$ cat config.mk
export PLATFORM = sky130hd
export DESIGN_NAME = sha1_message_digest_unit
export DESIGN_NICKNAME = d
export VERILOG_FILES = /design/src/hdl/sha1md_pkg.sv /design/src/hdl/sha1md_front.sv /design/src/hdl/sha1md_compress.sv /design/src/hdl/sha1md_back.sv /design/src/hdl/sha1_message_digest_unit.sv
export SDC_FILE = /design/constraint.sdc
export NUM_CORES = 2
export LEC_CHECK = 0
export BUFFER_PORTS_ARGS = -buffer_cell sky130_fd_sc_hd__buf_4
export CAP_MARGIN = 20
export CORE_ASPECT_RATIO = 2
export CORE_MARGIN = 2
export CORE_UTILIZATION = 50
export CTS_BUF_LIST = sky130_fd_sc_hd__clkbuf_8
export DETAILED_ROUTE_END_ITERATION = 10
export GPL_TIMING_DRIVEN = 0
export PLACE_DENSITY = 0.65
export REMOVE_ABC_BUFFERS = 1
export SYNTH_ARGS = -nofsm -noshare
export SYNTH_HDL_FRONTEND = slang
export SYNTH_SLANG_ARGS = --single-unit
$ cat constraint.sdc
create_clock -name clock -period 24.2 [get_ports clock]
set_clock_uncertainty 0.2 [all_clocks]
set_input_delay 4.84 -clock clock [delete_from_list [all_inputs] [get_ports clock]]
set_output_delay 4.84 -clock clock [all_outputs]
set_load 0.005 [all_outputs]
$ cat src/hdl/sha1md_pkg.sv
// ---------------------------------------------------------------------------
// SHA-1 message digest unit: shared package
// Item and control types, round constants and sizes used by all parts.
// ---------------------------------------------------------------------------
`default_nettype none

package sha1md_pkg;

   // Request queue between the front and the back.
   localparam int unsigned QUEUE_DEPTH = 4;
   localparam int unsigned QUEUE_AW    = $clog2(QUEUE_DEPTH);
   localparam int unsigned QUEUE_CW    = $clog2(QUEUE_DEPTH + 1);
   localparam logic [QUEUE_CW-1:0] QUEUE_FULL = QUEUE_CW'(QUEUE_DEPTH);

   // Block and schedule geometry.
   localparam int unsigned BLOCK_BITS   = 512;
   localparam int unsigned SCHED_WORDS  = 16;
   localparam int unsigned CHAIN_WORDS  = 5;
   localparam logic [5:0]  LAST_BYTE    = 6'd63;
   localparam logic [5:0]  LEN_START    = 6'd56;
   localparam logic [2:0]  LEN_LAST     = 3'd7;
   localparam logic [6:0]  LAST_ROUND   = 7'd79;
   localparam logic [6:0]  ROUND_XOR1   = 7'd20;
   localparam logic [6:0]  ROUND_MAJ    = 7'd40;
   localparam logic [6:0]  ROUND_XOR2   = 7'd60;
   localparam logic [2:0]  LAST_WORD    = 3'd4;
   localparam logic [7:0]  PAD_BYTE     = 8'h80;
   localparam logic [7:0]  ZERO_BYTE    = 8'h00;
   localparam logic [63:0] BITS_PER_BYTE = 64'd8;

   localparam logic [31:0] INIT_CHAIN [CHAIN_WORDS] = '{
      32'h67452301, 32'hEFCDAB89, 32'h98BADCFE, 32'h10325476, 32'hC3D2E1F0
   };

   localparam logic [31:0] K_CH   = 32'h5A827999;
   localparam logic [31:0] K_XOR1 = 32'h6ED9EBA1;
   localparam logic [31:0] K_MAJ  = 32'h8F1BBCDC;
   localparam logic [31:0] K_XOR2 = 32'hCA62C1D6;

   typedef enum logic {
      KIND_ABSORB,
      KIND_FINISH
   } item_kind_type;

   typedef struct packed {
      item_kind_type kind;
      logic [7:0]    data;
   } item_type;

   typedef enum logic [1:0] {
      BK_ABSORB,
      BK_PAD,
      BK_DRAIN,
      BK_EMIT
   } back_state_type;

   typedef enum logic [1:0] {
      CP_IDLE,
      CP_ROUND,
      CP_ADD
   } comp_state_type;

   typedef struct packed {
      logic start;
      logic reset_chain;
   } comp_ctrl_type;

   typedef struct packed {
      logic busy;
   } comp_stat_type;

endpackage

`default_nettype wire

$ cat src/hdl/sha1md_front.sv
// ---------------------------------------------------------------------------
// SHA-1 front end
// Accepts requests, tags each as absorb or finish and holds them in a short
// queue until the back end takes them.
// ---------------------------------------------------------------------------
`default_nettype none

module sha1md_front (
   input  wire logic                clock,
   input  wire logic                reset,
   input  wire logic                req_tvalid,
   output logic                     req_tready,
   input  wire logic [7:0]          req_tdata,   // [7:0] data_byte
   input  wire logic                req_tuser,   // [0] cmd
   output logic                     item_valid,
   output sha1md_pkg::item_type     item,
   input  wire logic                item_pop
);

   sha1md_pkg::item_type                queue_ff [sha1md_pkg::QUEUE_DEPTH];
   logic [sha1md_pkg::QUEUE_AW-1:0]     head_ff, head_in;
   logic [sha1md_pkg::QUEUE_AW-1:0]     tail_ff, tail_in;
   logic [sha1md_pkg::QUEUE_CW-1:0]     count_ff, count_in;
   logic                                push, pop;
   sha1md_pkg::item_type                new_item;

   assign req_tready = (count_ff != sha1md_pkg::QUEUE_FULL);
   assign item_valid = (count_ff != '0);
   assign item       = queue_ff[head_ff];
   assign push       = req_tvalid && req_tready;
   assign pop        = item_pop && item_valid;

   always_comb begin
      new_item.kind = req_tuser ? sha1md_pkg::KIND_FINISH : sha1md_pkg::KIND_ABSORB;
      new_item.data = req_tdata;
      head_in  = pop  ? head_ff + 1'b1 : head_ff;
      tail_in  = push ? tail_ff + 1'b1 : tail_ff;
      count_in = count_ff;
      if (push && !pop) begin
         count_in = count_ff + 1'b1;
      end else if (pop && !push) begin
         count_in = count_ff - 1'b1;
      end
   end

   always_ff @(posedge clock) begin
      if (reset) begin
         head_ff  <= '0;
         tail_ff  <= '0;
         count_ff <= '0;
      end else begin
         head_ff  <= head_in;
         tail_ff  <= tail_in;
         count_ff <= count_in;
      end
   end

   always_ff @(posedge clock) begin
      if (push) begin
         queue_ff[tail_ff] <= new_item;
      end
   end

endmodule

`default_nettype wire

$ cat src/hdl/sha1md_compress.sv
// ---------------------------------------------------------------------------
// SHA-1 compression engine
// Runs one round per cycle over a sliding 16-word schedule window and adds
// the working words into the chaining words after the last round.
// ---------------------------------------------------------------------------
`default_nettype none

module sha1md_compress (
   input  wire logic                    clock,
   input  wire logic                    reset,
   input  wire sha1md_pkg::comp_ctrl_type ctrl,
   output sha1md_pkg::comp_stat_type    stat,
   input  wire logic [sha1md_pkg::BLOCK_BITS-1:0] block,
   output logic [31:0]                  chain [sha1md_pkg::CHAIN_WORDS]
);

   sha1md_pkg::comp_state_type state_ff, state_in;
   logic [6:0]  round_ff;
   logic [31:0] w_ff [sha1md_pkg::SCHED_WORDS];
   logic [31:0] a_ff, b_ff, c_ff, d_ff, e_ff;
   logic [31:0] chain_ff [sha1md_pkg::CHAIN_WORDS];
   logic [31:0] fn, kc, mix, w_new, a_new;

   assign stat.busy = (state_ff != sha1md_pkg::CP_IDLE);

   always_comb begin
      if (round_ff < sha1md_pkg::ROUND_XOR1) begin
         fn = (b_ff & c_ff) | (~b_ff & d_ff);
         kc = sha1md_pkg::K_CH;
      end else if (round_ff < sha1md_pkg::ROUND_MAJ) begin
         fn = b_ff ^ c_ff ^ d_ff;
         kc = sha1md_pkg::K_XOR1;
      end else if (round_ff < sha1md_pkg::ROUND_XOR2) begin
         fn = (b_ff & c_ff) | (b_ff & d_ff) | (c_ff & d_ff);
         kc = sha1md_pkg::K_MAJ;
      end else begin
         fn = b_ff ^ c_ff ^ d_ff;
         kc = sha1md_pkg::K_XOR2;
      end
      // The window holds W[t..t+15]; the word sixteen ahead comes from taps 13, 8, 2, 0.
      mix   = w_ff[13] ^ w_ff[8] ^ w_ff[2] ^ w_ff[0];
      w_new = {mix[30:0], mix[31]};
      a_new = {a_ff[26:0], a_ff[31:27]} + fn + e_ff + kc + w_ff[0];
   end

   always_comb begin
      state_in = state_ff;
      case (state_ff)
         sha1md_pkg::CP_IDLE: begin
            if (ctrl.start) begin
               state_in = sha1md_pkg::CP_ROUND;
            end
         end
         sha1md_pkg::CP_ROUND: begin
            if (round_ff == sha1md_pkg::LAST_ROUND) begin
               state_in = sha1md_pkg::CP_ADD;
            end
         end
         sha1md_pkg::CP_ADD: begin
            state_in = sha1md_pkg::CP_IDLE;
         end
         default: begin
            state_in = sha1md_pkg::CP_IDLE;
         end
      endcase
   end

   always_ff @(posedge clock) begin
      if (reset) begin
         state_ff <= sha1md_pkg::CP_IDLE;
      end else begin
         state_ff <= state_in;
      end
   end

   always_ff @(posedge clock) begin
      if (reset || ctrl.reset_chain) begin
         for (int i = 0; i < sha1md_pkg::CHAIN_WORDS; i++) begin
            chain_ff[i] <= sha1md_pkg::INIT_CHAIN[i];
         end
      end else if (state_ff == sha1md_pkg::CP_ADD) begin
         chain_ff[0] <= chain_ff[0] + a_ff;
         chain_ff[1] <= chain_ff[1] + b_ff;
         chain_ff[2] <= chain_ff[2] + c_ff;
         chain_ff[3] <= chain_ff[3] + d_ff;
         chain_ff[4] <= chain_ff[4] + e_ff;
      end
   end

   always_ff @(posedge clock) begin
      if (state_ff == sha1md_pkg::CP_IDLE && ctrl.start) begin
         for (int i = 0; i < sha1md_pkg::SCHED_WORDS; i++) begin
            w_ff[i] <= block[sha1md_pkg::BLOCK_BITS-1-32*i -: 32];
         end
         a_ff     <= chain_ff[0];
         b_ff     <= chain_ff[1];
         c_ff     <= chain_ff[2];
         d_ff     <= chain_ff[3];
         e_ff     <= chain_ff[4];
         round_ff <= '0;
      end else if (state_ff == sha1md_pkg::CP_ROUND) begin
         for (int i = 0; i < sha1md_pkg::SCHED_WORDS - 1; i++) begin
            w_ff[i] <= w_ff[i+1];
         end
         w_ff[sha1md_pkg::SCHED_WORDS-1] <= w_new;
         a_ff     <= a_new;
         b_ff     <= a_ff;
         c_ff     <= {b_ff[1:0], b_ff[31:2]};
         d_ff     <= c_ff;
         e_ff     <= d_ff;
         round_ff <= round_ff + 1'b1;
      end
   end

   assign chain = chain_ff;

endmodule

`default_nettype wire

$ cat src/hdl/sha1md_back.sv
// ---------------------------------------------------------------------------
// SHA-1 back end
// Packs bytes into the block buffer, generates the padding on finish,
// hands full blocks to the compression engine and emits the digest words.
// ---------------------------------------------------------------------------
`default_nettype none

module sha1md_back (
   input  wire logic                 clock,
   input  wire logic                 reset,
   input  wire logic                 item_valid,
   input  wire sha1md_pkg::item_type item,
   output logic                      item_pop,
   output logic                      rsp_tvalid,
   input  wire logic                 rsp_tready,
   output logic [39:0]               rsp_tdata,
   output logic                      rsp_tlast
);

   sha1md_pkg::back_state_type state_ff, state_in;
   sha1md_pkg::comp_ctrl_type  ctrl;
   sha1md_pkg::comp_stat_type  stat;

   logic [sha1md_pkg::BLOCK_BITS-1:0] blk_ff;
   logic [5:0]  cnt_ff;
   logic        full_ff;
   logic [63:0] bits_ff;
   logic [63:0] len_ff;
   logic        pad_first_ff, pad_first_in;
   logic        len_mode_ff, len_mode_in;
   logic [2:0]  len_cnt_ff, len_cnt_in;
   logic [2:0]  emit_idx_ff, emit_idx_in;
   logic        rsp_valid_ff;
   logic [31:0] rsp_word_ff;
   logic [2:0]  rsp_idx_ff;
   logic        rsp_last_ff;
   logic [31:0] chain [sha1md_pkg::CHAIN_WORDS];

   logic        put, bits_add, len_load, len_shift, emit_load;
   logic [7:0]  put_byte;

   sha1md_compress u_compress (
      .clock (clock),
      .reset (reset),
      .ctrl  (ctrl),
      .stat  (stat),
      .block (blk_ff),
      .chain (chain)
   );

   always_comb begin
      state_in          = state_ff;
      put               = 1'b0;
      put_byte          = item.data;
      item_pop          = 1'b0;
      bits_add          = 1'b0;
      len_load          = 1'b0;
      len_shift         = 1'b0;
      emit_load         = 1'b0;
      pad_first_in      = pad_first_ff;
      len_mode_in       = len_mode_ff;
      len_cnt_in        = len_cnt_ff;
      emit_idx_in       = emit_idx_ff;
      ctrl.start        = full_ff && !stat.busy;
      ctrl.reset_chain  = 1'b0;
      case (state_ff)
         sha1md_pkg::BK_ABSORB: begin
            if (item_valid) begin
               if (item.kind == sha1md_pkg::KIND_FINISH) begin
                  item_pop     = 1'b1;
                  len_load     = 1'b1;
                  pad_first_in = 1'b1;
                  len_mode_in  = 1'b0;
                  len_cnt_in   = '0;
                  state_in     = sha1md_pkg::BK_PAD;
               end else if (!full_ff) begin
                  item_pop = 1'b1;
                  put      = 1'b1;
                  bits_add = 1'b1;
               end
            end
         end
         sha1md_pkg::BK_PAD: begin
            if (!full_ff) begin
               put = 1'b1;
               if (pad_first_ff) begin
                  put_byte     = sha1md_pkg::PAD_BYTE;
                  pad_first_in = 1'b0;
               end else if (len_mode_ff || cnt_ff == sha1md_pkg::LEN_START) begin
                  // The length goes out most significant byte first.
                  put_byte    = len_ff[63:56];
                  len_shift   = 1'b1;
                  len_mode_in = 1'b1;
                  len_cnt_in  = len_cnt_ff + 1'b1;
                  if (len_cnt_ff == sha1md_pkg::LEN_LAST) begin
                     state_in = sha1md_pkg::BK_DRAIN;
                  end
               end else begin
                  put_byte = sha1md_pkg::ZERO_BYTE;
               end
            end
         end
         sha1md_pkg::BK_DRAIN: begin
            if (!full_ff && !stat.busy) begin
               emit_idx_in = '0;
               state_in    = sha1md_pkg::BK_EMIT;
            end
         end
         sha1md_pkg::BK_EMIT: begin
            if (!rsp_valid_ff || rsp_tready) begin
               emit_load   = 1'b1;
               emit_idx_in = emit_idx_ff + 1'b1;
               if (emit_idx_ff == sha1md_pkg::LAST_WORD) begin
                  // The last word is captured this cycle, so the chain may restart.
                  ctrl.reset_chain = 1'b1;
                  state_in         = sha1md_pkg::BK_ABSORB;
               end
            end
         end
         default: begin
            state_in = sha1md_pkg::BK_ABSORB;
         end
      endcase
   end

   always_ff @(posedge clock) begin
      if (reset) begin
         state_ff     <= sha1md_pkg::BK_ABSORB;
         cnt_ff       <= '0;
         full_ff      <= 1'b0;
         bits_ff      <= '0;
         pad_first_ff <= 1'b0;
         len_mode_ff  <= 1'b0;
         len_cnt_ff   <= '0;
         emit_idx_ff  <= '0;
         rsp_valid_ff <= 1'b0;
      end else begin
         state_ff     <= state_in;
         pad_first_ff <= pad_first_in;
         len_mode_ff  <= len_mode_in;
         len_cnt_ff   <= len_cnt_in;
         emit_idx_ff  <= emit_idx_in;
         if (put) begin
            cnt_ff <= cnt_ff + 1'b1;
            if (cnt_ff == sha1md_pkg::LAST_BYTE) begin
               full_ff <= 1'b1;
            end
         end else if (ctrl.start) begin
            full_ff <= 1'b0;
         end
         if (len_load) begin
            bits_ff <= '0;
         end else if (bits_add) begin
            bits_ff <= bits_ff + sha1md_pkg::BITS_PER_BYTE;
         end
         if (emit_load) begin
            rsp_valid_ff <= 1'b1;
         end else if (rsp_tready) begin
            rsp_valid_ff <= 1'b0;
         end
      end
   end

   always_ff @(posedge clock) begin
      if (put) begin
         blk_ff <= {blk_ff[sha1md_pkg::BLOCK_BITS-9:0], put_byte};
      end
      if (len_load) begin
         len_ff <= bits_ff;
      end else if (len_shift) begin
         len_ff <= {len_ff[55:0], sha1md_pkg::ZERO_BYTE};
      end
      if (emit_load) begin
         rsp_word_ff <= chain[emit_idx_ff];
         rsp_idx_ff  <= emit_idx_ff;
         rsp_last_ff <= (emit_idx_ff == sha1md_pkg::LAST_WORD);
      end
   end

   assign rsp_tvalid = rsp_valid_ff;
   assign rsp_tdata  = {5'b0, rsp_idx_ff, rsp_word_ff};
   assign rsp_tlast  = rsp_last_ff;

endmodule

`default_nettype wire

$ cat src/hdl/sha1_message_digest_unit.sv
// ---------------------------------------------------------------------------
// SHA-1 message digest unit
// Byte-stream SHA-1: absorbs message bytes, pads on finish and returns the
// 160-bit digest as five 32-bit words.
//
//   Channel  Direction  Payload
//   req_*    in         tdata[7:0] data_byte, tuser[0] cmd (1 = finish)
//   rsp_*    out        tdata[31:0] digest_word, tdata[34:32] word_index,
//                       tlast last_word
//
// The back end packs each byte into the block buffer; each full 64-byte block
// then holds the compression engine for a load step, 80 rounds and the chain
// add, which overlap the collection of the next block. A finish appends up to
// 72 pad bytes, waits for the last compression and emits one word per cycle
// on the response side while rsp_tready is high. Reset is synchronous and
// returns the block to the initial chain; a stall on either side only holds
// the queue or the output register.
// ---------------------------------------------------------------------------
`default_nettype none

module sha1_message_digest_unit (
   input  wire logic        clock,
   input  wire logic        reset,
   input  wire logic        req_tvalid,
   output logic             req_tready,
   input  wire logic [7:0]  req_tdata,    // [7:0] data_byte
   input  wire logic        req_tuser,    // [0] cmd
   output logic             rsp_tvalid,
   input  wire logic        rsp_tready,
   output logic [39:0]      rsp_tdata,    // [31:0] digest_word, [34:32] word_index
   output logic             rsp_tlast
);

   logic                 item_valid;
   logic                 item_pop;
   sha1md_pkg::item_type item;

   sha1md_front u_front (
      .clock      (clock),
      .reset      (reset),
      .req_tvalid (req_tvalid),
      .req_tready (req_tready),
      .req_tdata  (req_tdata),
      .req_tuser  (req_tuser),
      .item_valid (item_valid),
      .item       (item),
      .item_pop   (item_pop)
   );

   sha1md_back u_back (
      .clock      (clock),
      .reset      (reset),
      .item_valid (item_valid),
      .item       (item),
      .item_pop   (item_pop),
      .rsp_tvalid (rsp_tvalid),
      .rsp_tready (rsp_tready),
      .rsp_tdata  (rsp_tdata),
      .rsp_tlast  (rsp_tlast)
   );

endmodule

`default_nettype wire
# After elaboration in Yosys (flattened, before gate mapping)
# Memory sizes are Yosys's and may differ from the RTL's. A register that Yosys moved wholly into a read port is not among the register bits.
# Cells that the tools add are included.
# classes
bitwise_logic,30
n_reduce_logical,33
n_div,0
order_cmp,4
n_addsub,18
muxes,110
eq_ne,23
mul,0
shift,0
# op_table
cell,n
32-bit two-way mux,33
32-bit adder,9
32-bit bitwise XOR,5
32-bit bitwise AND,4
64-bit two-way mux,2
32-bit binary-select mux with 3-bit select,1
32-bit bitwise OR,3
64-bit by 4-bit adder with 64-bit output (second input constant),1
1-bit two-way mux,40
8-bit two-way mux,4
32-bit NOT,1
31-bit two-way mux,1
3-bit two-way mux,9
2-bit two-way mux,13
1-bit bitwise OR,16
2-bit nonzero test,8
7-bit by 6-bit less-than comparator with 1-bit output (second input constant),2
2-bit != test (second input constant),7
6-bit == test (second input constant),2
3-bit one-hot mux with 2 select lines,2
2-bit by 1-bit != test with 1-bit output (second input constant),5
3-bit by 1-bit adder with 3-bit output (second input constant),3
9-bit AND reduction,1
2-bit one-hot mux with 4 select lines,1
24 further kinds,45
# word_totals
ramBits,548
reg_bits,1030
latch_bits,0
elab_cells,249
mem_count,2
mem_bits_ro,0
in_bits,13
# mem_list
name,words,width,read_ports,rd_ports_with_merged_regs,write_ports,line_no,rtl
u_back.u_compress.w_ff,16,32,16,0,16,sha1md_compress.sv:19,logic [31:0] w_ff [sha1md_pkg::SCHED_WORDS];
u_front.queue_ff,4,9,1,1,1,sha1md_front.sv:20,sha1md_pkg::item_type queue_ff [sha1md_pkg::QUEUE_DEPTH];

# Depth between registers and ports, before layout
# logic_depth
word_depth,12
ltp_mapped,26

# Hierarchy
# From an unflattened synthesis, not the netlist that was laid out.
# unflattened
cells_unflattened,6752
area_unflattened_um2,74038.5
# by_module_without_submodules
mod,area_per_inst_um2,cells_each,instances
sha1md_compress,48013.5,5240,1
sha1md_back,24244.5,1417,1
sha1md_front,1780.5,95,1

# Least setup slack after synthesis
# Ideal clock, no wire load.
# synth_path
path_kind,register -> register
from,register u_back.u_compress.state_ff[1]
to,register u_back.u_compress.a_ff[0] (enable)
n_path_buf,3
arrival_ps,12123
slack_ps,7193
period_less_slack_ps,17007
stages_incl_launch_ff,6
setup_time_ps,4684
path_cell_list,dfxtp_1 > nand2b_1 > clkbuf_1 > clkbuf_1 > clkbuf_1 > nand2_1
# synth_via
elab_chain_len,5
word_cells_on_any_way,7
cone_classes,eq/ne (1); reduce/logical (6)
# synth_rtl
item,line_no,rtl
"start, declared",sha1md_compress.sv:17,"sha1md_pkg::comp_state_type state_ff, state_in;"
"start signal, assigned",sha1md_compress.sv:70,state_ff <= sha1md_pkg::CP_IDLE;
"start signal, assigned",sha1md_compress.sv:72,state_ff <= state_in;
2-bit nonzero test,sha1md_compress.sv:24,assign stat.busy = (state_ff != sha1md_pkg::CP_IDLE);
1-bit zero test,sha1md_back.sv:64,ctrl.start = full_ff && !stat.busy;
1-bit logical AND,sha1md_back.sv:64,
1-bit logical AND,sha1md_compress.sv:91,if (state_ff == sha1md_pkg::CP_IDLE && ctrl.start) begin
2-bit nonzero test (no line) (*),-,
"end signal, assigned",sha1md_compress.sv:95,a_ff <= chain_ff[0];
"end signal, assigned",sha1md_compress.sv:106,a_ff <= a_new;
"end, declared",sha1md_compress.sv:20,"logic [31:0] a_ff, b_ff, c_ff, d_ff, e_ff;"
# Every way passes the cells marked *; elsewhere a longest branch is shown, timed or not.
# A chain may end at the register's enable or synchronous reset.

# Final worst setup path
# layout_path
from,register u_back.u_compress.round_ff[4]
to,register u_back.u_compress.a_ff[29] (data pin)
# layout_via
elab_chain_len,10
word_cells_on_any_way,15
cone_classes,add/sub (4); order compare (3); mux (8)
# layout_rtl
item,line_no,rtl
"start, declared",sha1md_compress.sv:18,logic [6:0] round_ff;
"start signal, assigned",sha1md_compress.sv:111,round_ff <= round_ff + 1'b1;
7-bit by 6-bit less-than comparator with 1-bit output,sha1md_compress.sv:33,end else if (round_ff < sha1md_pkg::ROUND_XOR2) begin
32-bit two-way mux,sha1md_compress.sv:33,
32-bit two-way mux,sha1md_compress.sv:30,end else if (round_ff < sha1md_pkg::ROUND_MAJ) begin
32-bit two-way mux,sha1md_compress.sv:27,if (round_ff < sha1md_pkg::ROUND_XOR1) begin
32-bit adder (2 in a row),sha1md_compress.sv:43,"a_new = {a_ff[26:0], a_ff[31:27]} + fn + e_ff + kc + w_ff[0];"
32-bit adder (*) (2 in a row),sha1md_compress.sv:43,
32-bit two-way mux (*),sha1md_compress.sv:101,end else if (state_ff == sha1md_pkg::CP_ROUND) begin
32-bit two-way mux (*),sha1md_compress.sv:91,
# Every way passes the cells marked *; elsewhere a longest branch is shown, timed or not. The select of a mux whose other input is x is not followed.

==> flow_summary.json <==
{
  "layout_commonest_cell": "nand2_1",
  "ant_nets": 0,
  "postCtsSetupBuffers": 0,
  "synth.distinct_cells": 92,
  "port_buffers": 50,
  "cts-root-buf": "clkbuf_8",
  "insertion_delay_ns": 0.93,
  "rows": 198,
  "regArea_um2": 44700,
  "drt-initial-drc-count": 3547,
  "hpwl_mm": 124,
  "worst_ep_required_time_ns": 24.64,
  "synth_edf_count": 1317,
  "crit_path_end_kind": "flop",
  "avgSynthCellArea_um2": 11.1,
  "cts_resized": 0,
  "drive_above_1_share_pct": 7.24,
  "hold_buffers": 0,
  "ys_ff_latch": 1574,
  "yosys.area.top_type_share_pct": 54.2,
  "critical_path_cell_count": 24,
  "htree_levels": 4,
  "clk_pin_slew_worst_paths_ns": 0.07,
  "tightest_slew_ns": 1.24,
  "rsz0062_at_grt": "false",
  "slew_headroom_pct": 16.6,
  "grt_usage_pct": 24.3,
  "area_growth_pct": 10.5,
  "grt_pass1_wl_mm": 280,
  "p_per_area_nw_per_um2": 88.7,
  "drcViolationCount": 0,
  "worst-setup-path-type": "reg -> reg",
  "ir_drop_v": 0.000100,
  "antenna_found_initial": 1,
  "netlist_area_um2": 73000,
  "cts_tree": "yes",
  "async_reset_ff_share_pct": 0,
  "report.final.hold_viol_count": 0,
  "setup_ws_ns": 15.07,
  "fin_setup_tns_ns": 0,
  "synth_warnings": 0,
  "gp_congestion": 0.931,
  "cap_viol_max_count": 0,
  "via_per_inst": 5.53,
  "layout.cells.non_filler": 8736,
  "timing.fmax_mhz": 110,
  "power_mw": 7.16,
  "path_max_fanout": 18,
  "wl_per_cell_um": 20.7,
  "grt_max_degree": 87,
  "die_w_um": 274,
  "multi_input_area_um2": 26200,
  "die-area_um2": 149000,
  "drv_slew": 0,
  "clockBufferDepth": 4,
  "grt_pass1_vias": 49132,
  "cts_buffers": 221,
  "r2r_cells": 24,
  "dr.pass1.iters": 5,
  "post-place-ws_ns": 14.99,
  "fin_crit_sh_pct": 37.7,
  "slowest_delay_ns": 0.92,
  "synth.area.top_cells": "edfxtp_1 (54%), nand2_1 (12%), dfxtp_1 (7.0%)",
  "num_vias": 48278,
  "status": "complete, no violations",
  "crit_family": "compound AO/OA/AOI/OAI gates",
  "arrival_ns": 9.57,
  "crit_path_frequent_cell": "fa_1",
  "leakage_nw": 31.9,
  "final_cell_mix": "nand2_1 (2274), edfxtp_1 (1317), inv_1 (381), dfxtp_1 (254), a21oi_1 (238)",
  "postSynthCellCount": 6580,
  "wl_mm": 181,
  "setup_viol": 0,
  "hold_class": "reg -> reg",
  "start_util_pct": 50.3,
  "dp_cells": 8335,
  "ys.flop_type": "edfxtp_1",
  "hold_depth": 0,
  "min_period_ns": 9.13,
  "path_buf_inv": 4,
  "coreArea_um2": 145000,
  "cts.sinks": 1574,
  "fin_nets": 7007,
  "die_y_um": 544,
  "critical-path-slowest-cell": "a221oi_1",
  "start_kind": "flop",
  "ios": 56,
  "cp_cell_sequence": "a41oi_1 > nand2_1 > nand2_1 > buf_16 > clkinv_1 > a221oi_1 > fa_1 > fa_1 > fa_1 > inv_1 > ha_1 > inv_1 > fa_1 > nor2b_1 > o21a_1 > o21ai_0 > a21oi_1 > o31a_1 > o32ai_2 > o31a_1 > o21a_1 > o21ai_0 > xnor2_1 > a21oi_1",
  "gr-total-overflow": 0,
  "yosys.area.top_type": "edfxtp_1",
  "n_fill_cell": 12501,
  "synth_seq_area_share_pct": 61.2
}
synth_stat cells, drive strengths merged (28+ instances only):
| cell type | number |
|---|---|
| o21a | 41 |
| a21oi | 240 |
| and3 | 29 |
| o21ai | 231 |
| xnor2 | 202 |
| edfxtp | 1317 |
| nand3 | 72 |
| buf | 28 |
| ha | 210 |
| clkbuf | 237 |
| fa | 126 |
| nor2 | 234 |
| nor2b | 30 |
| dfxtp | 257 |
| nand2 | 2279 |
| mux2i | 36 |
| nor3 | 41 |
| inv | 314 |
| a211oi | 36 |
| mux4 | 41 |
| o211ai | 53 |
| nand2b | 40 |
| a21o | 92 |
| xor2 | 108 |
power by group:
group	leakage [nW]	switching, mW	internal, mW	total, mW
Combinational	15.2	0.621	0.270	0.891
Clock	2.44	1.03	1.05	2.08
Sequential	14.2	0.303	3.88	4.19
cell type report:
cell class / instances / share of cell area, %
Sequential cell: 1574 / 55.4
Multi-Input combinational cell: 4429 / 32.5
Clock buffer: 235 / 4.01
Tap cell: 1900 / 2.95
Timing Repair Buffer: 116 / 2.36
Inverter: 316 / 1.47
Clock inverter: 165 / 1.31
Antenna cell: 1 / 0.00310
final timing paths:
| check | start | end | slack [ns] |
|---|---|---|---|
| worst max-delay path | u_back.u_compress.round_ff[4]$_SDFFE_PP0P_ | u_back.u_compress.a_ff[29]$_DFFE_PP_ | 15.07 |
| worst min-delay path | u_back.blk_ff[276]$_DFFE_PP_ | u_back.blk_ff[284]$_DFFE_PP_ | 0.16 |
| worst max register to register | u_back.u_compress.round_ff[4]$_SDFFE_PP0P_ | u_back.u_compress.a_ff[29]$_DFFE_PP_ | 15.07 |
| worst min register to register | u_back.blk_ff[276]$_DFFE_PP_ | u_back.blk_ff[284]$_DFFE_PP_ | 0.16 |
kinds of logic after synthesis:
family | synth area share [%]
adders and majority gates | 7.05
AOI/OAI and AO/OA | 7.65
DFF | 61.2
buffers and inverters | 3.03
and+or+nand+nor | 15.6
other | 0.00514
xor gates and xnor gates | 3.72
muxes | 1.78
stage by stage:
step / area, µm² / hold WS, ns / utilization [%]
global placement: 74800 / 0.227 / 51.5
global route: 80700 / 0.175 / 55.6
floorplan: 72000 / 0.226 / -
detailed placement: 76400 / 0.232 / 52.6
finish: 80700 / 0.161 / 55.6
CTS: 80700 / 0.164 / 55.6
per-layer routing:
metal / track usage (%) / wire length [µm] / up-vias
met1: 26.7 / 66200 / 23854
met5: 0 / 0 / -
li1: - / - / 22770
met3: 3.06 / 6780 / 501
met4: 16.0 / 13000 / 0
met2: 43.9 / 94700 / 1153
state kept, by name, indices dropped and copies added (netlist names), 3 cells and up, named ones only:
| name | count |
|---|---|
| u_back.u_compress.c_ff | 32 |
| u_back.len_cnt_ff | 3 |
| u_back.u_compress.a_ff | 32 |
| u_front.count_ff | 3 |
| u_back.u_compress.chain | 160 |
| u_back.u_compress.w_ff | 512 |
| u_back.len_ff | 61 |
| u_front.queue_ff | 36 |
| u_back.u_compress.d_ff | 32 |
| u_back.u_compress.e_ff | 32 |
| u_back.u_compress.round_ff | 7 |
| u_back.u_compress.b_ff | 32 |
| u_back.blk_ff | 512 |
| u_back.emit_idx_ff | 3 |
| u_back.bits_ff | 61 |
| u_back.cnt_ff | 6 |
| u_back.rsp_word_ff | 32 |
| u_back.rsp_idx_ff | 3 |
Note: power is estimated with default switching activity, not from simulation.
